===== src/rc4_pkg.sv =====
// Shared types and constants for the RC4 stream cipher unit.
package rc4_pkg;

  typedef logic [7:0] byte_t;

  localparam logic KIND_KEY  = 1'b0;
  localparam logic KIND_DATA = 1'b1;

  typedef struct packed {
    logic  we;
    byte_t waddr;
    byte_t wdata;
    logic  re;
    byte_t raddr;
  } ram_req_t;

  typedef enum logic [11:0] {
    ST_IDLE  = 12'b0000_0000_0001,
    ST_INIT  = 12'b0000_0000_0010,
    ST_KS_RI = 12'b0000_0000_0100,
    ST_KS_RJ = 12'b0000_0000_1000,
    ST_KS_WI = 12'b0000_0001_0000,
    ST_KS_WJ = 12'b0000_0010_0000,
    ST_GS_RI = 12'b0000_0100_0000,
    ST_GS_RJ = 12'b0000_1000_0000,
    ST_GS_WI = 12'b0001_0000_0000,
    ST_GS_WJ = 12'b0010_0000_0000,
    ST_GS_RT = 12'b0100_0000_0000,
    ST_GS_OUT = 12'b1000_0000_0000
  } state_e;

endpackage


===== src/rc4_ram.sv =====
// 256 by 8 bit memory with one write port and one registered read port.
module rc4_ram (
  input  logic              clk_i,
  input  rc4_pkg::ram_req_t req_i,
  output rc4_pkg::byte_t    rdata_o
);

  rc4_pkg::byte_t mem [256];
  rc4_pkg::byte_t rdata_q;

  always_ff @(posedge clk_i) begin
    if (req_i.we) begin
      mem[req_i.waddr] <= req_i.wdata;
    end
    if (req_i.re) begin
      rdata_q <= mem[req_i.raddr];
    end
  end

  assign rdata_o = rdata_q;

endmodule


===== src/rc4_stream_cipher_unit.sv =====
// Top level of the RC4 stream cipher unit: sequencer, key count and result register.
// Key bytes are taken one per cycle while the output is free and kept in a
// key store; the byte marked as the last of its run starts the key schedule, which
// fills the S-box with the identity and then runs 256 swap steps, during which no
// transfer is accepted. Once keyed, each data byte goes through GS_RI to GS_OUT,
// where its result is loaded, before the next input can be taken; this is set by the
// single S-box memory, which serves one read and one write a cycle for the dependent
// reads and the swap. Data sent before any key passes straight through with no_key set,
// one byte a cycle while the output is free. Key bytes beyond KEY_MAX are dropped.
module rc4_stream_cipher_unit #(
  parameter int KEY_MAX = 256
) (
  input  logic                clk_i,
  input  logic                rst_ni,
  input  logic                in_valid_i,
  output logic                in_stall_o,
  input  logic                kind_i,
  input  logic [7:0]          byte_in_i,
  input  logic                last_of_run_i,
  output logic                out_valid_o,
  input  logic                out_stall_i,
  output logic [7:0]          byte_out_o,
  output logic [7:0]          keystream_byte_o,
  output logic                end_of_message_o,
  output logic                no_key_o
);

  localparam int KCW = $clog2(KEY_MAX + 1);

  rc4_pkg::state_e   state_q, state_d;
  rc4_pkg::byte_t    i_q, i_d, j_q, j_d, kidx_q, kidx_d;
  rc4_pkg::byte_t    si_q, si_d, sj_q, sj_d;
  rc4_pkg::byte_t    data_q, data_d;
  logic              last_q, last_d;
  logic [KCW-1:0]    kcnt_q, kcnt_d;
  logic              key_ready_q, key_ready_d;
  logic              out_valid_q, out_valid_d;
  rc4_pkg::byte_t    ob_q, ob_d, ks_q, ks_d;
  logic              eom_q, eom_d, nk_q, nk_d;
  logic              out_free, in_acc, load;
  rc4_pkg::ram_req_t sreq, kreq;
  rc4_pkg::byte_t    s_rdata, k_rdata;

  rc4_ram u_sbox (
    .clk_i  (clk_i),
    .req_i  (sreq),
    .rdata_o(s_rdata)
  );

  rc4_ram u_key (
    .clk_i  (clk_i),
    .req_i  (kreq),
    .rdata_o(k_rdata)
  );

  assign out_free   = !out_valid_q || !out_stall_i;
  assign in_stall_o = !((state_q == rc4_pkg::ST_IDLE) && out_free);
  assign in_acc     = in_valid_i && !in_stall_o;

  always_comb begin
    state_d     = state_q;
    i_d         = i_q;
    j_d         = j_q;
    kidx_d      = kidx_q;
    si_d        = si_q;
    sj_d        = sj_q;
    data_d      = data_q;
    last_d      = last_q;
    kcnt_d      = kcnt_q;
    key_ready_d = key_ready_q;
    ob_d        = ob_q;
    ks_d        = ks_q;
    eom_d       = eom_q;
    nk_d        = nk_q;
    load        = 1'b0;
    sreq        = '0;
    kreq        = '0;
    unique case (state_q)
      rc4_pkg::ST_IDLE: begin
        if (in_acc) begin
          if (kind_i == rc4_pkg::KIND_KEY) begin
            if (kcnt_q < KCW'(KEY_MAX)) begin
              kreq.we    = 1'b1;
              kreq.waddr = 8'(kcnt_q);
              kreq.wdata = byte_in_i;
              kcnt_d     = kcnt_q + KCW'(1);
            end
            if (last_of_run_i) begin
              i_d     = '0;
              state_d = rc4_pkg::ST_INIT;
            end
          end else if (!key_ready_q) begin
            load  = 1'b1;
            ob_d  = byte_in_i;
            ks_d  = '0;
            eom_d = last_of_run_i;
            nk_d  = 1'b1;
          end else begin
            i_d     = i_q + 8'd1;
            data_d  = byte_in_i;
            last_d  = last_of_run_i;
            state_d = rc4_pkg::ST_GS_RI;
          end
        end
      end
      rc4_pkg::ST_INIT: begin
        sreq.we    = 1'b1;
        sreq.waddr = i_q;
        sreq.wdata = i_q;
        if (i_q == 8'hFF) begin
          i_d     = '0;
          j_d     = '0;
          kidx_d  = '0;
          state_d = rc4_pkg::ST_KS_RI;
        end else begin
          i_d = i_q + 8'd1;
        end
      end
      rc4_pkg::ST_KS_RI: begin
        sreq.re    = 1'b1;
        sreq.raddr = i_q;
        kreq.re    = 1'b1;
        kreq.raddr = kidx_q;
        state_d    = rc4_pkg::ST_KS_RJ;
      end
      rc4_pkg::ST_KS_RJ: begin
        si_d       = s_rdata;
        j_d        = j_q + s_rdata + k_rdata;
        sreq.re    = 1'b1;
        sreq.raddr = j_d;
        if ((9'(kidx_q) + 9'd1) == 9'(kcnt_q)) begin
          kidx_d = '0;
        end else begin
          kidx_d = kidx_q + 8'd1;
        end
        state_d = rc4_pkg::ST_KS_WI;
      end
      rc4_pkg::ST_KS_WI: begin
        sreq.we    = 1'b1;
        sreq.waddr = i_q;
        sreq.wdata = s_rdata;
        state_d    = rc4_pkg::ST_KS_WJ;
      end
      rc4_pkg::ST_KS_WJ: begin
        sreq.we    = 1'b1;
        sreq.waddr = j_q;
        sreq.wdata = si_q;
        if (i_q == 8'hFF) begin
          i_d         = '0;
          j_d         = '0;
          kcnt_d      = '0;
          key_ready_d = 1'b1;
          state_d     = rc4_pkg::ST_IDLE;
        end else begin
          i_d     = i_q + 8'd1;
          state_d = rc4_pkg::ST_KS_RI;
        end
      end
      rc4_pkg::ST_GS_RI: begin
        sreq.re    = 1'b1;
        sreq.raddr = i_q;
        state_d    = rc4_pkg::ST_GS_RJ;
      end
      rc4_pkg::ST_GS_RJ: begin
        si_d       = s_rdata;
        j_d        = j_q + s_rdata;
        sreq.re    = 1'b1;
        sreq.raddr = j_d;
        state_d    = rc4_pkg::ST_GS_WI;
      end
      rc4_pkg::ST_GS_WI: begin
        sreq.we    = 1'b1;
        sreq.waddr = i_q;
        sreq.wdata = s_rdata;
        sj_d       = s_rdata;
        state_d    = rc4_pkg::ST_GS_WJ;
      end
      rc4_pkg::ST_GS_WJ: begin
        sreq.we    = 1'b1;
        sreq.waddr = j_q;
        sreq.wdata = si_q;
        state_d    = rc4_pkg::ST_GS_RT;
      end
      rc4_pkg::ST_GS_RT: begin
        sreq.re    = 1'b1;
        sreq.raddr = si_q + sj_q;
        state_d    = rc4_pkg::ST_GS_OUT;
      end
      rc4_pkg::ST_GS_OUT: begin
        if (out_free) begin
          load    = 1'b1;
          ob_d    = data_q ^ s_rdata;
          ks_d    = s_rdata;
          eom_d   = last_q;
          nk_d    = 1'b0;
          state_d = rc4_pkg::ST_IDLE;
        end
      end
      default: begin
        state_d = rc4_pkg::ST_IDLE;
      end
    endcase
    out_valid_d = load || (out_valid_q && out_stall_i);
  end

  always_ff @(posedge clk_i or negedge rst_ni) begin
    if (!rst_ni) begin
      state_q     <= rc4_pkg::ST_IDLE;
      i_q         <= '0;
      j_q         <= '0;
      kcnt_q      <= '0;
      key_ready_q <= 1'b0;
      out_valid_q <= 1'b0;
    end else begin
      state_q     <= state_d;
      i_q         <= i_d;
      j_q         <= j_d;
      kcnt_q      <= kcnt_d;
      key_ready_q <= key_ready_d;
      out_valid_q <= out_valid_d;
    end
  end

  always_ff @(posedge clk_i) begin
    kidx_q <= kidx_d;
    si_q   <= si_d;
    sj_q   <= sj_d;
    data_q <= data_d;
    last_q <= last_d;
    ob_q   <= ob_d;
    ks_q   <= ks_d;
    eom_q  <= eom_d;
    nk_q   <= nk_d;
  end

  assign out_valid_o      = out_valid_q;
  assign byte_out_o       = ob_q;
  assign keystream_byte_o = ks_q;
  assign end_of_message_o = eom_q;
  assign no_key_o         = nk_q;

endmodule


===== config.mk =====
export PLATFORM = sky130hd
export DESIGN_NAME = rc4_stream_cipher_unit
export DESIGN_NICKNAME = d
export VERILOG_FILES = /design/src/rc4_pkg.sv /design/src/rc4_ram.sv /design/src/rc4_stream_cipher_unit.sv
export SDC_FILE = /design/constraint.sdc
export NUM_CORES = 2
export LEC_CHECK = 0
export BUFFER_PORTS_ARGS = -buffer_cell sky130_fd_sc_hd__buf_4
export CORE_UTILIZATION = 32
export CTS_CLUSTER_SIZE = 28
export DETAILED_ROUTE_END_ITERATION = 10
export PLACE_DENSITY = 0.46
export REMOVE_ABC_BUFFERS = 1
export SLEW_MARGIN = 20
export SYNTH_ARGS = -nofsm -noshare
export SYNTH_HDL_FRONTEND = slang
export SYNTH_HIERARCHICAL = 1
export SYNTH_SLANG_ARGS = --single-unit

===== constraint.sdc =====
create_clock -name clk_i -period 8.1 [get_ports clk_i]
set_input_delay 0.81 -clock clk_i [delete_from_list [all_inputs] [get_ports clk_i]]
set_output_delay 0.81 -clock clk_i [all_outputs]
set_load 0.02 [all_outputs]

After elaboration in Yosys (flattened, before gate mapping)
Memory sizes are Yosys's and may differ from the RTL's. A register that Yosys moved wholly into a read port is not among the register bits.
Cells that the tools add are included.
W data, S select, Z words.
{ "totals": {"memories": 2, "out_inout_bits": 20, "reg_bits": 90, "ramBits": 4096, "word_cells": 136, "in_bits": 14} }
{ "op_classes": {"magnitude_cmp": 1, "eq_ne": 25, "addsub": 7, "reduce_logical": 26, "mux": 59, "bitwise": 1} }
{ "mem_list": {"columns": ["name", "words", "width", "rd", "rd_ports_with_merged_regs", "wr", "line", "text"], "rows": [
  ["u_key.mem", 256, 8, 1, 1, 1, "rc4_ram.sv:8", "rc4_pkg::byte_t mem [256];"],
  ["u_sbox.mem", 256, 8, 1, 1, 1, "rc4_ram.sv:8", null]
]} }
{ "op_table": {"columns": ["operator", "count"], "rows": [
  ["$pmux W12 S12", 1],
  ["$mux W8", 15],
  ["$mux W12", 6],
  ["$mux W17", 4],
  ["$pmux W8 S2", 4],
  ["$pmux W17 S3", 1],
  ["$mux W9", 5],
  ["$pmux W9 S4", 1],
  ["$add A8 B8 Y8", 3],
  ["$pmux W8 S3", 1],
  ["$pmux W9 S2", 1],
  ["$add A8 B1 Y8 const B", 2],
  ["$mux W1", 16],
  ["$reduce_and A5 Y1", 3],
  ["$ne A2 B2 Y1 const B", 7],
  ["$eq A12 B1 Y1 const B", 1],
  ["$eq A12 B10 Y1 const B", 1],
  ["$eq A12 B11 Y1 const B", 1],
  ["$eq A12 B12 Y1 const B", 1],
  ["$eq A12 B2 Y1 const B", 1],
  ["$eq A12 B3 Y1 const B", 1],
  ["$eq A12 B4 Y1 const B", 1],
  ["$eq A12 B5 Y1 const B", 1],
  ["$eq A12 B6 Y1 const B", 1],
  ["21 further kinds", 40]
]} }

Depth between registers and ports, before layout
{ "depth": {"ltp_word": 8, "depth_mapped": 21} }

Hierarchy
The synthesis kept the hierarchy.
{ "by_module_without_submodules": {"columns": ["mod", "seq_area_each_um2", "cells_each", "instances", "area_each_um2"], "rows": [
  ["rc4_ram", 61739.2, 3733, 2, 79636.4],
  ["rc4_stream_cipher_unit", 2508.7, 553, 1, 5506.5]
]} }

Worst setup path before layout
Ideal clock, no wire load.
{ "synth_timing": {"kind": "register to register", "from": "register state_q[3]", "to": "memory u_key/mem[0][7] in the netlist's numbering (data pin)", "period_less_slack_ps": 5947, "path_stages_with_launch": 7, "t_arrival_ps": 5078, "path_slack_ps": 2153, "required_time_ps": 7230, "cell_sequence": "dfrtp_1 clkbuf_1 nor4b_1 nand3_1 nor2_1 clkbuf_1 and2_1"} }
{ "synth_lines": {"columns": ["item", "line", "text"], "rows": [
  ["start: declaration", "rc4_stream_cipher_unit.sv:30", "rc4_pkg::state_e state_q, state_d;"],
  ["start signal: assignment", "rc4_stream_cipher_unit.sv:208", "state_q <= rc4_pkg::ST_IDLE;"],
  ["start signal: assignment", "rc4_stream_cipher_unit.sv:215", "state_q <= state_d;"],
  ["end: declaration", "rc4_ram.sv:8", null]
]} }

==> impl_results.md <==
* Post-Place Worst Slack at about 1400 ps
* Synth cell types at 81
* Post-synthesis mux area share at 0.141
* Xor and xnor area share after synthesis at 0.00293
* Combinational family with the most area after synthesis: multiplexers
* Global-route wire length before repair at about 660 mm
* WP data arrival at around 7500 ps
* Most common library cells after synthesis: edfxtp_1, mux4_2, nor2_1
* Routability cong. at roughly 0.87
* Main area contributors after synthesis: edfxtp_1, mux4_2, mux2i_1, nor2_1, a22oi_1
* Top Usage Layer GRT: met2
* CP most frequent cell: a21oi_1
* GRT Util Overall at 0.177
* Die height at 720 µm
* Worst-margin pin slew at 1320 ps
* Non-filler cells, final at 15,372
* Worst Skew at about 130 ps
* Final Hold Fails at 0
* Share of layout cells above drive strength 1 at 0.220
* Post-route minimum period at approximately 6700 ps
* Area after DPL at between 150,000 and 200,000 µm²
* Core area at 513,000 µm²
* Simple-Gate Fraction of Synth Area at 0.0322
* Final Power at around 47 mW
* CTS buffer count at approximately 450
* Placed cells at roughly 15,000
* Port bufs at 33
* Core Util, Final at 0.366
* Initial cell density of the core at 0.321
* Ys flop type: edfxtp_1
* Global route overflow at 0
* DRT iter0 DRCs at slightly above 8,000
* DRT Pass-1 Iters at 9
* Worst path depth at 18
* Synth area leader: edfxtp_1
* Synth warn at 6
* Sequential area share after synthesis at 0.765
* RSZ-0062 raised after global routing: no
* DRT antenna net count at 0
* CP Data Required Time at between 8000 and 9000 ps
* Leak at 56.1 nW
* Final worst setup slack at 1370 ps
* Routed WL per cell at around 31 µm
* Area of the mapped netlist at approximately 160,000 µm²
* Crit start category: register
* Initial antenna violation count at 19
* Fin area at ~190,000 µm²
* Max-Cap Viols at 0
* Area delta synth->final at 13.8%
* TritonCTS clock tree: yes
* Post-CTS Resized at 0
* Min Hold Slack at 144 ps
* Cell family with most CP delay: compound AO/OA/AOI/OAI gates
* Rows at around 260
* Compound-cell area share of the yosys netlist at 0.0379
* Die Area at roughly 520,000 µm²
* Setup Viol. Count Final at 0
* Final slew viol count at 0
* Period Utilization, post-route at 0.830
* Met3 usage at 0.0320
* Global Route met1 Usage at 0.243
* Cell Pwr Density at around 250 nW/µm²
* Status: complete, no violations
* Setup TNS Final at 0 ps
* Adder-cell share of the synthesized area at 0.00226
* Filler instances at around 47,000
* Post-CTS setup buffer count at 0
* Critical path fanouts, max at 11
* Remaining DRCs at 0
* Met2 usage at 0.289
* Area share of the largest cell type after synthesis at 0.759
* Root buf cell: clkbuf_16
* Fmax at around 0.15 GHz
* Critical Path Sink Type: register
* Vias per inst at between 5 and 6
* Worst hold path class: in -> reg
* Clk slew on worst S/H paths at 60 ps
* Register area at about 130,000 µm²
* Post-synthesis cell count at 8,019
* Mapped Avg Cell Area at between 20 and 25 µm²
* Ys async rst share at 0.00928
* Clock sinks at about 4,200
* Crit Path Category: reg -> reg
* Vias in the first global route at roughly 83,000
* Yosys reg bits at around 4,200
* Routed vias at roughly 82,000
* Multi-input logic area at 36,000 µm²
* Drt total wl at between 400 and 500 mm
* EDFF count, synth at ~4,200
* Clock latency at the later pin of the worst-skew pair at approximately 1000 ps
* Crit-path cells: ha_1, fa_1, a21o_1, a21oi_1, xnor2_1, ha_1, a21oi_1, o211ai_1, a211oi_1, a21oi_1, mux2i_1, a221o_1, buf_4, nand2_1, a21oi_1, o22ai_1, nor4_1, nor4_2
* Register-to-Register Path Depth at 18
* Crit path buf inv count at 1
* H-tree depth at 5
* I/O Pins at 34
* Slew margin rel. at 0.113
* CP peak stage delay at between 1000 and 1500 ps
* Largest net degree at the start of global routing at 207
* Die X at between 700 and 800 µm
* Maximum vdd drop at 0.200 mV
* Count leader, synth: edfxtp_1
* CTS Buffer Depth at 4
* Worst hold stages at 1
* Slowest CP cell: nor4_1
* Post-DP HPWL at a little under 300 mm
* Final #Nets at between 8,000 and 9,000
## state kept, by name, indices dropped and copies added, names as in the netlist
| name | flops |
|---|---|
| byte_out_o | 8 |
| data_q | 8 |
| end_of_message_o | 1 |
| i_q | 8 |
| j_q | 8 |
| kcnt_q | 9 |
| key_ready_q | 1 |
| keystream_byte_o | 8 |
| kidx_q | 8 |
| last_q | 1 |
| no_key_o | 1 |
| out_valid_o | 1 |
| si_q | 8 |
| sj_q | 8 |
| state_q | 12 |
| u_key/mem | 2048 |
| u_key/rdata_o | 8 |
| u_sbox/mem | 2048 |
| u_sbox/rdata_o | 8 |
## worst register-to-register path, cell delays in order, from the launching register on
cell and delay (ps):
edfxtp_1 590, ha_1 330, fa_1 420, a21o_1 180
a21oi_1 210, xnor2_1 210, ha_1 320, a21oi_1 250
o211ai_1 180, a211oi_1 380, a21oi_1 130, mux2i_1 200
a221o_1 280, buf_4 280, nand2_1 100, a21oi_1 820
o22ai_1 440, nor4_1 1040, nor4_2 90
## final timing paths
check / to / slack, ps / from
max: u_sbox/rdata_o[6] / 1370 / u_sbox/rdata_o[0]
min: data_q[1] / 140 / byte_in_i[1]
max reg2reg: u_sbox/rdata_o[6] / 1370 / u_sbox/rdata_o[0]
min reg2reg: state_q[0] / 530 / state_q[0]
max in group asynchronous: state_q[10] / 7090 / rst_ni
min in group asynchronous: j_q[6] / 500 / rst_ni
## where the power goes
part | internal, mW | total (mW) | switching, mW
combinational | 0.809 | 2.69 | 1.88
sequential | 24.2 | 24.4 | 0.221
clock | 11.7 | 20.3 | 8.60
total | 36.7 | 47.4 | 10.7
## per-layer routing
| metal | wire [µm] | vias to the layer above |
|---|---|---|
| met5 | 59 | - |
| met4 | 14700 | 8 |
| met3 | 30100 | 635 |
| met2 | 225000 | 2658 |
| met1 | 199000 | 44397 |
| li1 | - | 33914 |
## cells by family after synthesis
group           count (synthesis)
fa+ha+maj                      28
mux                          1186
flops                        4202
simple gates                 1150
xor+xnor                       52
compound gates                889
buf+inv                       512
## cell type report
cell class	instances	area share
tap	6757	0.0451
antenna	6	0.0000801
inverter	25	0.000874
sequential	4202	0.672
timing repair buffer	256	0.0127
clock buffer	542	0.0618
clock inverter	279	0.0157
multi-input combinational	3305	0.192
## what timing repair did
item,CTS,global route
hold buffers,3,0
hold endpoints to repair,40,0
setup endpoints to repair,0,0
## cells in the final DEF (no fill, tap or decap), types with 93 or more instances in the layout
cell type	count
a21oi_1	208
a22oi_1	269
nor2_1	600
edfxtp_1	4163
clkinv_1	103
mux4_2	908
clkbuf_16	449
mux2i_1	271
clkbuf_1	93
nand2_1	119
buf_4	218
Power figures use the tool's default switching activity.
